[config.mk]
export PLATFORM = sky130hd
export DESIGN_NAME = linear_ccd_timing_capture
export DESIGN_NICKNAME = d
export VERILOG_FILES = /design/src/rtl/lcct_pkg.sv /design/src/rtl/linear_ccd_timing_capture.sv /design/src/rtl/lcct_frame_ctrl.sv
export SDC_FILE = /design/constraint.sdc
export NUM_CORES = 1
export LEC_CHECK = 0
export BUFFER_PORTS_ARGS = -buffer_cell sky130_fd_sc_hd__buf_2
export CORE_MARGIN = 2
export CORE_UTILIZATION = 46
export CTS_CLUSTER_SIZE = 14
export DETAILED_ROUTE_END_ITERATION = 8
export HOLD_SLACK_MARGIN = 0.06
export PLACE_DENSITY = 0.63
export SETUP_SLACK_MARGIN = 0.4
export SLEW_MARGIN = 20
export SYNTH_ARGS = -nofsm -noshare
export SYNTH_HDL_FRONTEND = slang
export SYNTH_SLANG_ARGS = --single-unit
[constraint.sdc]
create_clock -name clk -period 9 [get_ports clk]
set_clock_uncertainty 0.2 [all_clocks]
set_input_delay 0 -clock clk [delete_from_list [all_inputs] [get_ports clk]]
set_output_delay 0 -clock clk [all_outputs]
set_load 0.005 [all_outputs]
[src/rtl/lcct_pkg.sv]
// Shared widths, register indexes, reset values and the result record.
package lcct_pkg;

  localparam int SAMPLE_BITS = 12;
  localparam int EXP_W       = 15;
  localparam int WARM_W      = 4;
  localparam int SPACE_W     = 4;
  localparam int PIX_W       = 12;
  localparam int WAIT_W      = 17;
  localparam int CFG_IDX_W   = 2;
  localparam int CFG_DATA_W  = 15;

  typedef enum logic [CFG_IDX_W-1:0] {
    REG_EXPOSURE = 2'd0,
    REG_WARMUP   = 2'd1,
    REG_SPACING  = 2'd2,
    REG_PIXELS   = 2'd3
  } cfg_reg_t;

  localparam logic [EXP_W-1:0]   EXPOSURE_RST = EXP_W'(10);
  localparam logic [WARM_W-1:0]  WARMUP_RST   = WARM_W'(6);
  localparam logic [SPACE_W-1:0] SPACING_RST  = SPACE_W'(2);
  localparam logic [PIX_W-1:0]   PIXELS_RST   = PIX_W'(3694);

  typedef struct packed {
    logic [EXP_W-1:0]   exposure;
    logic [WARM_W-1:0]  warmup;
    logic [SPACE_W-1:0] spacing;
    logic [PIX_W-1:0]   pixels;
  } lcct_cfg_t;

  typedef struct packed {
    logic                   icg;
    logic                   sh;
    logic                   marker;
    logic                   pix_valid;
    logic [PIX_W-1:0]       pix_index;
    logic [SAMPLE_BITS-1:0] pix_value;
    logic                   done;
  } lcct_res_t;

endpackage

[src/rtl/linear_ccd_timing_capture.sv]
// Top level: linear CCD gate/shutter timing generator with pixel capture.
//
// Usage:
//   in_*   request channel: in_action 0 is one timing tick, 1 is a converter
//          event carrying in_adc_sample. Every request yields exactly one
//          result on the out_* channel.
//   out_*  result channel: ICG, SH and trigger line levels after the request,
//          plus a captured pixel (valid, index, value) and an end-of-line flag.
//   cfg_*  register writes (index 0 exposure, 1 warmup pulses, 2 sample
//          spacing, 3 pixel count); always ready, write only while idle.
// The result of a request accepted at one edge is registered and is on out_*
//   right after it. Throughput is one request per cycle unless out_ready
//   stalls; the single result register and one pass of sequencer logic set it.
// Reset (rst_n low, synchronous) puts the sequencer at frame start with ICG
//   high, SH and trigger low, capture disarmed, and loads default registers.
// When the receiver stalls, the pending result holds and in_ready drops;
//   in_ready stays high while the waiting result is taken in the same cycle.
module linear_ccd_timing_capture import lcct_pkg::*; (
  input  logic                   clk,
  input  logic                   rst_n,
  input  logic                   in_valid,
  output logic                   in_ready,
  input  logic                   in_action,
  input  logic [SAMPLE_BITS-1:0] in_adc_sample,
  output logic                   out_valid,
  input  logic                   out_ready,
  output logic                   out_icg_level,
  output logic                   out_sh_level,
  output logic                   out_frame_marker,
  output logic                   out_pixel_valid,
  output logic [PIX_W-1:0]       out_pixel_index,
  output logic [SAMPLE_BITS-1:0] out_pixel_value,
  output logic                   out_frame_done,
  input  logic                   cfg_valid,
  output logic                   cfg_ready,
  input  logic [CFG_IDX_W-1:0]   cfg_index,
  input  logic [CFG_DATA_W-1:0]  cfg_data
);

  lcct_cfg_t cfg_r;
  lcct_res_t res, res_r;
  logic      out_valid_r;
  logic      in_fire;

  // Accept a new request whenever the result slot is empty or being drained
  assign in_ready  = !out_valid_r || out_ready;
  assign in_fire   = in_valid && in_ready;
  assign cfg_ready = 1'b1;

  // Register file
  always_ff @(posedge clk) begin
    if (!rst_n) begin
      cfg_r.exposure <= EXPOSURE_RST;
      cfg_r.warmup   <= WARMUP_RST;
      cfg_r.spacing  <= SPACING_RST;
      cfg_r.pixels   <= PIXELS_RST;
    end else if (cfg_valid) begin
      case (cfg_reg_t'(cfg_index))
        REG_EXPOSURE: cfg_r.exposure <= cfg_data[EXP_W-1:0];
        REG_WARMUP:   cfg_r.warmup   <= cfg_data[WARM_W-1:0];
        REG_SPACING:  cfg_r.spacing  <= cfg_data[SPACE_W-1:0];
        REG_PIXELS:   cfg_r.pixels   <= cfg_data[PIX_W-1:0];
        default: ;
      endcase
    end
  end

  // Advance the sequencer once per accepted request
  lcct_frame_ctrl u_ctrl (
    .clk        (clk),
    .rst_n      (rst_n),
    .step       (in_fire),
    .action     (in_action),
    .adc_sample (in_adc_sample),
    .cfg        (cfg_r),
    .res        (res)
  );

  // Result register: load on accept, drop valid once taken
  always_ff @(posedge clk) begin
    if (!rst_n) begin
      out_valid_r <= 1'b0;
    end else if (in_fire) begin
      out_valid_r <= 1'b1;
    end else if (out_ready) begin
      out_valid_r <= 1'b0;
    end
  end

  always_ff @(posedge clk) begin
    if (in_fire) begin
      res_r <= res;
    end
  end

  assign out_valid        = out_valid_r;
  assign out_icg_level    = res_r.icg;
  assign out_sh_level     = res_r.sh;
  assign out_frame_marker = res_r.marker;
  assign out_pixel_valid  = res_r.pix_valid;
  assign out_pixel_index  = res_r.pix_index;
  assign out_pixel_value  = res_r.pix_value;
  assign out_frame_done   = res_r.done;

endmodule

[src/rtl/lcct_frame_ctrl.sv]
// Frame sequencer: gate/shutter timing state and pixel capture counters.
module lcct_frame_ctrl import lcct_pkg::*; (
  input  logic                   clk,
  input  logic                   rst_n,
  input  logic                   step,
  input  logic                   action,
  input  logic [SAMPLE_BITS-1:0] adc_sample,
  input  lcct_cfg_t              cfg,
  output lcct_res_t              res
);

  typedef enum logic [3:0] {
    PH_START, PH_WARM_LOW, PH_WARM_HIGH, PH_PRE_INT, PH_INT_HIGH,
    PH_INT_LOW, PH_ARM_WAIT, PH_RD_A, PH_RD_B
  } phase_t;

  phase_t             phase_r, phase_nxt;
  logic [WAIT_W-1:0]  wait_r, wait_nxt, wait_inc;
  logic [PIX_W-1:0]   pulse_r, pulse_nxt, pulse_inc;
  logic               icg_r, icg_nxt, sh_r, sh_nxt, marker_r, marker_nxt;
  logic               armed_r, armed_nxt;
  logic [SPACE_W-1:0] elem_r, elem_nxt;
  logic [PIX_W-1:0]   pixcnt_r, pixcnt_nxt;
  logic [EXP_W-1:0]   eff_e;
  logic [EXP_W:0]     len;
  logic               hit;

  assign eff_e     = (cfg.exposure == '0) ? EXP_W'(1) : cfg.exposure;
  assign wait_inc  = wait_r + WAIT_W'(1);
  assign pulse_inc = pulse_r + PIX_W'(1);

  always_comb begin
    case (phase_r)
      PH_WARM_LOW, PH_RD_B: len = {eff_e, 1'b0};
      PH_PRE_INT:           len = {eff_e, 1'b0} - (EXP_W+1)'(1);
      PH_ARM_WAIT:          len = {1'b0, eff_e} - (EXP_W+1)'(1);
      PH_WARM_HIGH, PH_INT_HIGH, PH_INT_LOW, PH_RD_A: len = {1'b0, eff_e};
      default:              len = (EXP_W+1)'(1);
    endcase
  end

  assign hit = wait_inc >= {1'b0, len};

  always_comb begin
    phase_nxt  = phase_r;
    wait_nxt   = wait_r;
    pulse_nxt  = pulse_r;
    icg_nxt    = icg_r;
    sh_nxt     = sh_r;
    marker_nxt = marker_r;
    armed_nxt  = armed_r;
    elem_nxt   = elem_r;
    pixcnt_nxt = pixcnt_r;
    res        = '0;

    if (!action) begin
      wait_nxt = wait_inc;
      if (hit) begin
        wait_nxt = '0;
        case (phase_r)
          PH_WARM_LOW: begin
            sh_nxt    = 1'b1;
            phase_nxt = PH_WARM_HIGH;
          end
          PH_WARM_HIGH: begin
            sh_nxt    = 1'b0;
            pulse_nxt = pulse_inc;
            phase_nxt = (pulse_inc >= PIX_W'(cfg.warmup)) ? PH_PRE_INT : PH_WARM_LOW;
          end
          PH_PRE_INT: begin
            icg_nxt   = 1'b0;
            sh_nxt    = 1'b1;
            phase_nxt = PH_INT_HIGH;
          end
          PH_INT_HIGH: begin
            sh_nxt    = 1'b0;
            phase_nxt = PH_INT_LOW;
          end
          PH_INT_LOW, PH_ARM_WAIT: begin
            if (phase_r == PH_INT_LOW) begin
              icg_nxt    = 1'b1;
              armed_nxt  = 1'b1;
              pixcnt_nxt = '0;
              elem_nxt   = '0;
            end
            // Skip the arm wait when it is empty (E of one)
            if (phase_r == PH_INT_LOW && eff_e != EXP_W'(1)) begin
              phase_nxt = PH_ARM_WAIT;
            end else begin
              sh_nxt    = 1'b1;
              pulse_nxt = '0;
              if (cfg.pixels == '0) begin
                armed_nxt  = 1'b0;
                marker_nxt = 1'b0;
                phase_nxt  = PH_START;
              end else begin
                phase_nxt = PH_RD_A;
              end
            end
          end
          PH_RD_A: begin
            sh_nxt    = ~sh_r;
            phase_nxt = PH_RD_B;
          end
          PH_RD_B: begin
            sh_nxt    = ~sh_r;
            pulse_nxt = pulse_inc;
            if (pulse_inc >= cfg.pixels) begin
              armed_nxt  = 1'b0;
              marker_nxt = 1'b0;
              phase_nxt  = PH_START;
            end else begin
              phase_nxt = PH_RD_A;
            end
          end
          default: begin
            marker_nxt = 1'b1;
            icg_nxt    = 1'b1;
            pulse_nxt  = '0;
            phase_nxt  = (cfg.warmup != '0) ? PH_WARM_LOW : PH_PRE_INT;
          end
        endcase
      end
    end else if (armed_r) begin
      if (pixcnt_r >= cfg.pixels) begin
        armed_nxt  = 1'b0;
        marker_nxt = 1'b0;
        res.done   = 1'b1;
      end else if (elem_r == cfg.spacing) begin
        res.pix_valid = 1'b1;
        res.pix_index = pixcnt_r;
        res.pix_value = adc_sample;
        elem_nxt      = '0;
        pixcnt_nxt    = pixcnt_r + PIX_W'(1);
      end else begin
        elem_nxt = elem_r + SPACE_W'(1);
      end
    end

    res.icg    = icg_nxt;
    res.sh     = sh_nxt;
    res.marker = marker_nxt;
  end

  always_ff @(posedge clk) begin
    if (!rst_n) begin
      phase_r  <= PH_START;
      wait_r   <= '0;
      pulse_r  <= '0;
      icg_r    <= 1'b1;
      sh_r     <= 1'b0;
      marker_r <= 1'b0;
      armed_r  <= 1'b0;
      elem_r   <= '0;
      pixcnt_r <= '0;
    end else if (step) begin
      phase_r  <= phase_nxt;
      wait_r   <= wait_nxt;
      pulse_r  <= pulse_nxt;
      icg_r    <= icg_nxt;
      sh_r     <= sh_nxt;
      marker_r <= marker_nxt;
      armed_r  <= armed_nxt;
      elem_r   <= elem_nxt;
      pixcnt_r <= pixcnt_nxt;
    end
  end

endmodule
==> results.md, run 1 <==
* Layout area overhead at 19.3%
* Clock tree sinks at 118
* Avg Cell Area, Syn at 8.26 sq um
* Ratio of cells with drive above 1 in the final layout at 0.121
* Fin nets at 1058
* Synth Warn # at 0
* Layout fillers at 1551
* CTS tree: done
* Area of all sequential standard cells at 2650 sq um
* Largest net degree at the start of global routing at 87
* Mapped Area at 7350 sq um
* Hold Buf Count CTS at 40
* EDFF count, synth at 29
* Max Buffers Root-to-Sink at 2
* Area of the multi-input gates at 4360 sq um
* Vias in the first global route at 6132
* Pre-CTS setup slack at 3.95 ns
* Worst reg2reg path depth at 19
* Via/cell ratio at 5.62
* RR Startpoint: cfg_r[26]
* Worst Setup SP: cfg_r[26]
* Wl on met1 at 9.45 mm
* Measured slew at the worst slew-check pin at 0.948 ns
* Post-Synth Adder-Cell Area at 0.0851
* Final Cycle Share at 0.568
* Fin worst setup slack at 3.89 ns
* Max_slew headroom at 0.363
* Leakage power at 3.62 nW
* Max frequency at 196 MHz
* Startpoint types: flip-flop
* Die Span X at 130 microns
* Worst hold slack at 0.0986 ns
* CP max stage cell: nor3_2
* Total gr overflow at 0
* Number of detailed-route iterations in the first pass at 5
* Setup crit end: u_ctrl.pulse_r[0]
* HP Class: in2reg
* Vias at 6755
* Worst vdd rail ir drop at 0.119 mV
* Initial core utilization at 0.466
* Mux share of post-synthesis cell area at 0.0151
* Tmin final at 5.11 ns
* Final Power at 1.41 mW
* Seq/Total Area, Yosys at 0.361
* Reg2reg end: u_ctrl.pulse_r[0]
* Max cap viols at 0
* Routed wl met2 at 8.43 mm
* Synthesized flop and latch total at 118
* Routed Antenna Nets at 0
* Number of buffers created by CTS at 17
* Post-Synth Simple-Gate Area at 0.244
* Largest family of logic cells by synthesized area: simple AND/OR/NAND/NOR gates
* Initial DRC Count at 554
* Setup Total Neg Slack at 0 ns
* Gate Count Post-Synth at 890
* Hpwl dp at 13.0 mm
* Synth Flop Type: dfxtp_1
* Max stage delay on crit path at 0.58 ns
* Routed WL per cell at 15.8 microns
* Number of remaining DRC errors at 0
* H-tree levels at 4
* ANT cells at 0
* Synth cell types at 69
* Status: finished, final reports clean
* Post-Synth XOR/XNOR Area at 0.0500
* Core area at 15800 sq um
* Final Max Tran Viols at 0
* Port Buffers at 65
* Setup Viol. Count Final at 0
* Reg2reg setup slack at 3.89 ns
* Post-synth ARST share at 0
* Post-CTS Setup Inserts at 0
* Final hold violations at 0
* Top sig layer: met4
* Clk pin slew, worst setup/hold paths at 0.06 ns
* Site row count at 46
* Cell chain of the critical path: nor4_1, nand4b_1, nor2_1, nor2_1, ha_1, nand2_1, nor3_1, xor2_1, a222oi_1, a21boi_0, ha_1, nand4_1, nor3_1, a31o_2, a31oi_1, and4_1, nor3_2, nand2_1, o21ai_0
* PostCTS Resize Cnt at 0
* Met3 routed WL at 829 microns
* Crit path kind: reg2reg
* Finished Core Util at 0.556
* # IOs at 67
* Worst-path maximum fanout at 12
* Final WL at 19.0 mm
* Critical Path AT at 5.26 ns
* Die H at 130 microns
* Clock latency on the worst-skew pair at 0.43 ns
* Aggregate global-route resource usage at 0.232
* Pwr dens at 161 nW/um^2
* RSZ-0062 raised after global routing: no
* First-pass GRT wire length at 31.3 mm
* Mapped Nets at 975
* Gpl congestion at 0.855
* WP data required at 9.15 ns
* Clk root buf: clkbuf_16
* Post-synthesis compound-gate area fraction at 0.197
* Die area at 17000 sq um
* Crit. End Element: flip-flop
* Initial antenna violation count at 0
-- power by group --
| part | internal, mW | switching, mW | leakage (nW) |
|---|---|---|---|
| sequential | 0.559 | 0.0150 | 1.01 |
| clock | 0.369 | 0.293 | 0.280 |
| combinational | 0.0710 | 0.106 | 2.33 |
| total | 0.999 | 0.414 | 3.62 |
-- stage by stage --
stage | cells | cell area, sq um
after CTS | 1202 | 8780
after global placement | 1130 | 7800
after detailed placement | 1130 | 7800
final | 1202 | 8780
after global routing | 1202 | 8780
after floorplan | 890 | 7350
-- state kept, by name, indices dropped and copies added (netlist names) --
name / count
out_frame_marker: 1
out_pixel_value: 12
out_icg_level: 1
u_ctrl.wait_r: 17
out_valid: 1
out_pixel_valid: 1
u_ctrl.pulse_r: 12
u_ctrl.phase_r: 4
out_frame_done: 1
u_ctrl.icg_r: 1
u_ctrl.pixcnt_r: 12
out_sh_level: 1
u_ctrl.sh_r: 1
u_ctrl.marker_r: 1
out_pixel_index: 12
u_ctrl.armed_r: 1
u_ctrl.elem_r: 4
cfg_r: 35
-- per-layer routing --
layer | vias to the layer above | track usage
met5 | - | 0
met4 | 0 | 0.0757
met3 | 27 | 0.0399
met2 | 180 | 0.357
met1 | 3171 | 0.334
li1 | 3377 | -
-- cells in the final DEF, fill, tap and decap left out, drive strengths merged, types with 10 or more instances in the layout --
cell type / netlist / routed
edfxtp: 29 / 29
nand4: 14 / 14
o211ai: 10 / 10
ha: 50 / 50
xor2: 14 / 14
nor3: 22 / 22
nor4: 10 / 10
dlygate4sd3: 0 / 40
nor2b: 19 / 19
and3: 12 / 12
nand2: 131 / 131
and2: 27 / 27
a21oi: 46 / 46
nor2: 46 / 46
dfxtp: 89 / 89
xnor2: 28 / 28
mux2i: 10 / 10
clkbuf: 41 / 17
inv: 37 / 48
nand3: 39 / 39
a21boi: 36 / 36
o21ai: 55 / 55
buf: 7 / 72
-- cell usage after synthesis, types with 3 or more instances --
| cell type | n | area share |
|---|---|---|
| nand2_1 | 131 | 0.067 |
| dfxtp_1 | 89 | 0.24 |
| o21ai_0 | 51 | 0.035 |
| ha_1 | 50 | 0.085 |
| a21oi_1 | 46 | 0.031 |
| nor2_1 | 46 | 0.023 |
| clkbuf_1 | 41 | 0.021 |
| nand3_1 | 39 | 0.027 |
| inv_1 | 37 | 0.019 |
| a21boi_0 | 36 | 0.037 |
| edfxtp_1 | 29 | 0.12 |
| xnor2_1 | 28 | 0.033 |
| and2_1 | 27 | 0.023 |
| nor3_1 | 21 | 0.014 |
| nor2b_1 | 19 | 0.016 |
| nand4_1 | 14 | 0.012 |
| xor2_1 | 14 | 0.017 |
| and3_1 | 12 | 0.010 |
| mux2i_1 | 10 | 0.014 |
| o211ai_1 | 10 | 0.010 |
| a31oi_1 | 9 | 0.0077 |
| nand2b_1 | 9 | 0.0077 |
| nor4_1 | 9 | 0.0077 |
| nand3b_1 | 8 | 0.0082 |
| o22ai_1 | 8 | 0.0068 |
| a221oi_1 | 7 | 0.0083 |
| or3_1 | 7 | 0.0060 |
| a211oi_1 | 5 | 0.0051 |
| a21o_1 | 5 | 0.0051 |
| o31ai_1 | 5 | 0.0051 |
| or4_1 | 5 | 0.0051 |
| a22oi_1 | 4 | 0.0041 |
| a2bb2oi_1 | 4 | 0.0048 |
| and4_1 | 4 | 0.0048 |
| a222oi_1 | 3 | 0.0041 |
| a32o_1 | 3 | 0.0041 |
| o21ai_1 | 3 | 0.0020 |
| or2_2 | 3 | 0.0026 |
-- worst max-delay path, delay by kind of cell (launching register included) --
family	cells	cell delay (ns)
AND/OR/NAND/NOR	11	2.75
AO/OA/AOI/OAI	5	0.71
adder cells (fa/ha/maj)	2	0.61
flip-flops	1	0.52
XOR/XNOR	1	0.20
-- layout make-up --
cell class	count	area share
Timing Repair Buffer	112	0.0887
Sequential cell	118	0.302
Clock inverter	15	0.0170
Inverter	37	0.0158
Tap cell	216	0.0308
Multi-Input combinational cell	687	0.497
Clock buffer	17	0.0485
-- worst min path at each step --
stage	startpoint	endpoint	depth (start not counted)
6_report	out_ready	u_ctrl.marker_r	5
5_1_grt	out_ready	in_ready	3
4_1_cts	out_ready	u_ctrl.marker_r	5
3_5_place_dp	cfg_data[13]	cfg_r[33]	3
3_3_place_gp	cfg_data[12]	cfg_r[32]	3
2_1_floorplan	out_ready	in_ready	1
-- cell families after synthesis --
| kind of cell | after synthesis |
|---|---|
| simple gates | 362 |
| compound gates | 221 |
| flops | 118 |
| buf+inv | 85 |
| fa+ha+maj | 50 |
| xor+xnor | 42 |
| mux | 11 |
| other cells | 1 |
No activity file was read; power rests on OpenSTA's default activity.
==> run 2: changes to the inputs <==
--- a/config.mk
+++ b/config.mk
@@ -5,6 +5,7 @@
 export SDC_FILE = /design/constraint.sdc
 export NUM_CORES = 1
 export LEC_CHECK = 0
+export ABC_AREA = 1
 export BUFFER_PORTS_ARGS = -buffer_cell sky130_fd_sc_hd__buf_2
 export CORE_MARGIN = 2
 export CORE_UTILIZATION = 46
==> constraint.sdc (replaced) <==
create_clock -name clk -period 5.2 [get_ports clk]
set_clock_uncertainty 0.2 [all_clocks]
set_input_delay 0 -clock clk [delete_from_list [all_inputs] [get_ports clk]]
set_output_delay 0 -clock clk [all_outputs]
set_load 0.005 [all_outputs]
==> results.md, run 2 <==
* HP Class: in2reg
* ANT cells at 0 (unchanged)
* Number of remaining DRC errors at 0 (unchanged)
* Vias in the first global route at 6759 (+10%)
* Pre-CTS setup slack at 0.658 ns (-3.29 ns)
* Post-synth ARST share at 0 (unchanged)
* Clk pin slew, worst setup/hold paths at 0.06 ns (about the same)
* Status: finished, final reports clean
* Clock tree sinks at 118 (unchanged)
* Fin nets at 1261 (+19%)
* Worst-path maximum fanout at 13 (+1)
* Final cell count without fillers at 1405 (+17%)
* Reg2reg setup slack at 0.89 ns (-3.00 ns)
* Aggregate global-route resource usage at 0.231 (-0.00186)
* Finished Core Util at 0.578 (+0.0218)
* Vias at 7099 (+5.1%)
* Gpl congestion at 0.912 (+6.7%)
* CTS tree: done
* Ratio of cells with drive above 1 in the final layout at 0.123 (+0.00210)
* Placed instance count at 1319 (+17%)
* Number of detailed-route iterations in the first pass at 5 (unchanged)
* Placement Cell Area at 8040 sq um (+3.0%)
* Worst hold slack at 0.208 ns (+0.109 ns)
* Post-Synth Simple-Gate Area at 0.287 (+0.0424)
* Final Cycle Share at 0.828 (+0.260)
* Routed WL per cell at 13.8 microns (-13%)
* Leading registers by flop count: cfg_r: 35 flops, u_ctrl.wait_r: 17 flops
* Area leader, netlist: dfxtp_1
* Post-Synth XOR/XNOR Area at 0.0465 (-0.00354)
* Pwr dens at 347 nW/um^2 (+120%)
* Most frequent cells in the layout: nand2_1 (213), inv_1 (159), nor2_1 (124), dfxtp_1 (89), a21oi_1 (76)
* Mapped Area at 7540 sq um (+2.5%)
* Reg2reg end: u_ctrl.pixcnt_r[1]
* Crit. End Element: flip-flop
* Gate Count Post-Synth at 1060 (+19%)
* Synth cell types at 45 (-35%)
* Max frequency at 232 MHz (+19%)
* Largest family of logic cells by synthesized area: simple AND/OR/NAND/NOR gates
* Top cell type's share of synthesized area at 0.236 (-0.00587)
* Mapped Nets at 1145 (+17%)
* Final WL at 19.3 mm (+1.7%)
* Max_slew headroom at 0.465 (+0.102)
* Critical Path AT at 4.46 ns (-0.80 ns)
* Measured slew at the worst slew-check pin at 0.803 ns (-0.145 ns)
* Site row count at 46 (unchanged)
* Worst Setup SP: cfg_r[24]
* Synth Flop Type: dfxtp_1
* Core area at 15900 sq um (+1.1%)
* Most common cell on crit path: nand2_1
* Tmin final at 4.31 ns (-0.804 ns)
* Setup Viol. Count Final at 0 (unchanged)
* Routed Antenna Nets at 0 (unchanged)
* Startpoint types: flip-flop
* Crit path kind: reg2reg
* Final hold violations at 0 (unchanged)
* Via/cell ratio at 5.05 (-10%)
* Fin worst setup slack at 0.894 ns (-3.00 ns)
* Setup crit end: u_ctrl.pixcnt_r[1]
* Clock latency on the worst-skew pair at 0.42 ns (about the same)
* First-pass GRT wire length at 32.8 mm (+4.9%)
* Max stage delay on crit path at 0.33 ns (-0.25 ns)
* CP max stage cell: dfxtp_1
* Worst reg2reg path depth at 31 (+12)
* Setup Total Neg Slack at 0 ns (unchanged)
* Seq/Total Area, Yosys at 0.352 (-0.00874)
* H-tree levels at 4 (unchanged)
* Die H at 132 microns (+1.2%)
* Mux share of post-synthesis cell area at 0 (-0.0151)
* Die area at 17400 sq um (+2.4%)
* Max cap viols at 0 (unchanged)
* Initial core utilization at 0.473 (+0.00641)
* Port Buffers at 65 (unchanged)
* Synth area leaders: dfxtp_1 (24%), edfxtp_1 (12%), nand2_1 (11%)
* Die Span X at 132 microns (+1.2%)
* RSZ-0062 raised after global routing: no
* Most common cell in the synthesized netlist: nand2_1
* RR Startpoint: cfg_r[24]
* Largest Register: cfg_r
* Post-synthesis compound-gate area fraction at 0.130 (-0.0675)
* Total gr overflow at 0 (unchanged)
* EDFF count, synth at 29 (unchanged)
* Initial DRC Count at 458 (-17%)
* Initial antenna violation count at 0 (unchanged)
* Hpwl dp at 13.8 mm (+6.2%)
* Layout area overhead at 22.3%
* Post-synth top cells: nand2_1 (214), inv_1 (160), nor2_1 (126)
* Max Buffers Root-to-Sink at 2 (unchanged)
* Largest net degree at the start of global routing at 40 (-54%)
* Max FFs per register at 35 (unchanged)
* Post-Synth Adder-Cell Area at 0.0830 (-0.00206)
* Final Max Tran Viols at 0 (unchanged)
* WP data required at 5.36 ns (-3.79 ns)
* # IOs at 67 (unchanged)
* Worst vdd rail ir drop at 0.282 mV (+140%)
* Cell area after layout at 9220 sq um (+5.0%)
* Final Power at 3.20 mW (+130%)
* Most common cell after layout, fill and taps aside: nand2_1
* Synthesized flop and latch total at 118 (unchanged)
* Leakage power at 4.09 nW (+13%)
* Synth Warn # at 0 (unchanged)
* Clk root buf: clkbuf_16
* Number of buffers created by CTS at 17 (unchanged)
* Avg Cell Area, Syn at 7.11 sq um (-14%)
[run 2: routing by layer]
metal  global-route usage  share of wire  wire, microns  vias up
li1                     -              -              -     3712
met2                0.375           0.44           8560      171
met3               0.0411          0.049            950       22
met1                0.313           0.49           9570     3194
met5                    0              0              0        -
met4               0.0688          0.013            250        0
[run 2: worst min-delay path by stage]
stage / from / to / slack (ns) / depth (start not counted)
floorplan: out_ready / in_ready / -0.1 / 2
global placement: cfg_data[6] / cfg_r[6] / 0.05 / 3
detailed placement: cfg_data[6] / cfg_r[6] / 0.05 / 3
CTS: cfg_data[1] / cfg_r[1] / 0.17 / 4
global route: in_adc_sample[11] / out_pixel_value[11] / 0.23 / 4
finish: in_adc_sample[5] / out_pixel_value[5] / 0.21 / 4
[run 2: kinds of logic after synthesis]
family          Yosys count
compound gates          168
xor+xnor                 40
simple gates            490
flops                   118
fa+ha+maj                50
other cells               1
buf+inv                 193
[run 2: area by class of cell]
class	instances	area, sq um
clock buffer	17	425
multi-input combinational	749	4140
sequential	118	2650
timing repair buffer	126	916
tap	216	270
clock inverter	15	195
inverter	164	619
fill	1571	6720
[run 2: power breakdown]
group	internal, mW	switching (mW)	leakage, nW
registers	1.02	0.0531	1.02
logic	0.292	0.592	2.77
clock network	0.766	0.477	0.296
total	2.07	1.12	4.09
[run 2: what timing repair did]
item / 4_1_cts / 5_1_grt
endpoints found under the setup margin: 0 / 37
gates resized for setup: 0 / 6
hold buffers: 53 / 0
buffers inserted: 0 / 1
endpoints found under the hold margin: 71 / 0
[run 2: critical path: cells and delay by family, from the launching register on]
kind,cells,cell delay [ns]
flops,1,0.33
buf+inv,4,0.41
compound gates,1,0.12
fa+ha+maj,2,0.51
xor+xnor,1,0.17
simple gates,23,2.49
==> run 3: changes to the inputs <==
==> constraint.sdc (replaced) <==
create_clock -name clk -period 4.1 [get_ports clk]
set_clock_uncertainty 0.2 [all_clocks]
set_input_delay 0 -clock clk [delete_from_list [all_inputs] [get_ports clk]]
set_output_delay 0 -clock clk [all_outputs]
set_load 0.005 [all_outputs]
==> results.md, run 3 (synthesis results as in run 2) <==
* Status: finished, final reports clean
* Largest net degree at the start of global routing at 40 (unchanged)
* Leakage power at 4.30 nW (+5.2%)
* CP max stage cell: dfxtp_4
* Clock latency on the worst-skew pair at 0.42 ns (about the same)
* Final hold violations at 0 (unchanged)
* Worst-path maximum fanout at 8 (-5)
* Top sig layer: met4
* Initial DRC Count at 652 (+42%)
* Initial antenna violation count at 0 (unchanged)
* Most frequent cells in the layout: nand2_1 (200), inv_1 (147), nor2_1 (119), dfxtp_1 (76), a21oi_1 (74)
* Max_slew headroom at 0.317 (-0.148)
* WP data required at 4.19 ns (-1.17 ns)
* Max frequency at 271 MHz (+17%)
* CTS tree: done
* Startpoint types: flip-flop
* Clk root buf: clkbuf_16
* Area of the multi-input gates at 4420 sq um (+6.9%)
* H-tree levels at 4 (unchanged)
* Fin nets at 1290 (+2.3%)
* Worst Setup SP: cfg_r[23]
* Number of detailed-route iterations in the first pass at 5 (unchanged)
* Tmin final at 3.70 ns (-0.611 ns)
* Setup Total Neg Slack at 0 ns (unchanged)
* Die H at 132 microns (unchanged)
* Routed wl met2 at 9.32 mm (+8.8%)
* Number of buffers created by CTS at 17 (unchanged)
* Max FFs per register at 35 (unchanged)
* Ratio of cells with drive above 1 in the final layout at 0.195 (+0.0726)
* Max cap viols at 0 (unchanged)
* Initial core utilization at 0.473 (unchanged)
* RSZ-0062 raised after global routing: yes
* Number of remaining DRC errors at 0 (unchanged)
* Crit. End Element: flip-flop
* Gpl congestion at 0.879 (-3.6%)
* Area of all sequential standard cells at 2680 sq um (+1.1%)
* RR Startpoint: cfg_r[23]
* Met3 routed WL at 1.17 mm (+23%)
* Total gr overflow at 0 (unchanged)
* Routed Antenna Nets at 0 (unchanged)
* HP Class: in2reg
* Hpwl dp at 13.6 mm (-1.2%)
* Final Max Tran Viols at 0 (unchanged)
* Port Buffers at 65 (unchanged)
* Wl on met1 at 9.67 mm (+1.1%)
* First-pass GRT wire length at 33.1 mm (+0.92%)
* Final WL at 20.5 mm (+6.1%)
* Aggregate global-route resource usage at 0.234 (+0.00365)
* Leading registers by flop count: cfg_r: 35 flops, u_ctrl.wait_r: 17 flops
* Largest Register: cfg_r
* Worst vdd rail ir drop at 0.308 mV (+9.3%)
* Site row count at 46 (unchanged)
* Final Power at 4.44 mW (+39%)
* Routed WL per cell at 14.3 microns (+4.0%)
* Hold Startpoint: cfg_data[5]
* Measured slew at the worst slew-check pin at 1.02 ns (+0.222 ns)
* Max stage delay on crit path at 0.35 ns (+0.02 ns)
* Most common cell on crit path: nand2_1
* Die Span X at 132 microns (unchanged)
* Max Buffers Root-to-Sink at 2 (unchanged)
* Vias at 7373 (+3.9%)
* Layout area overhead at 30.1%
* Setup Viol. Count Final at 0 (unchanged)
* Core area at 15900 sq um (unchanged)
* Clk pin slew, worst setup/hold paths at 0.06 ns (about the same)
* Die area at 17400 sq um (unchanged)
* Reg2reg setup slack at 0.40 ns (-0.49 ns)
* Most common cell after layout, fill and taps aside: nand2_1
* Crit path kind: reg2reg
* Clock tree sinks at 118 (unchanged)
* Pwr dens at 453 nW/um^2 (+31%)
* Vias in the first global route at 6793 (+0.50%)
* Via/cell ratio at 5.14 (+1.8%)
* Final Cycle Share at 0.901 (+0.0731)
* Critical Path AT at 3.79 ns (-0.67 ns)
* # IOs at 67 (unchanged)
* Layout fillers at 1447 (-7.9%)
* ANT cells at 0 (unchanged)
## run 3: path summary, 6_finish.rpt
| check | endpoint | cells after the start |
|---|---|---|
| hold reg to reg | u_ctrl.pulse_r[6] | 2 |
| setup reg to reg | u_ctrl.pulse_r[10] | 30 |
| hold / removal | cfg_r[5] | 4 |
| setup / recovery | u_ctrl.pulse_r[10] | 30 |
## run 3: critical path: cells and delay by family (launching register included)
kind            cells  cell delay, ns
simple gates       19            1.66
buf+inv             5            0.49
fa+ha+maj           2            0.36
flops               1            0.35
compound gates      3            0.30
xor+xnor            1            0.17
## run 3: repair_timing
action	CTS	global route
setup buffers	10	13
cloned	3	1
hold endpoints to repair	66	0
gates resized for setup	34	62
hold buffers	49	0
pin swaps	11	35
endpoints found under the setup margin	54	55
## run 3: layout make-up
type | instances | share of cell area
Tap cell | 216 | 0.0276
Timing Repair inverter | 1 | 0.000766
Inverter | 164 | 0.0645
Multi-Input combinational cell | 751 | 0.451
Clock buffer | 17 | 0.0434
Timing Repair Buffer | 152 | 0.117
Sequential cell | 118 | 0.274
Clock inverter | 15 | 0.0223
## run 3: through the flow
| step | std cells | utilization | hold WS (ns) | worst slack, ns | cell area, sq um |
|---|---|---|---|---|---|
| 2_1_floorplan | 1060 | - | -0.0984 | 0.429 | 7540 |
| 3_3_place_gp | 1326 | 0.507 | 0.0474 | 0.189 | 8090 |
| 3_5_place_dp | 1326 | 0.507 | 0.0556 | 0.0989 | 8090 |
| 4_1_cts | 1420 | 0.592 | 0.170 | 0.406 | 9450 |
| 5_1_grt | 1434 | 0.615 | 0.220 | 0.222 | 9800 |
| 6_report | 1434 | 0.615 | 0.206 | 0.405 | 9800 |
## run 3: where the power goes
part,leakage (nW),internal (mW),switching [mW]
logic,2.97,0.516,0.928
registers,1.02,1.29,0.0691
clock network,0.308,1.03,0.602
## run 3: metal layers
layer  GRT usage  vias to the layer above
met2       0.373                      216
met3      0.0419                       30
met1       0.322                     3357
li1            -                     3770
met5           0                        -
met4      0.0779                        0
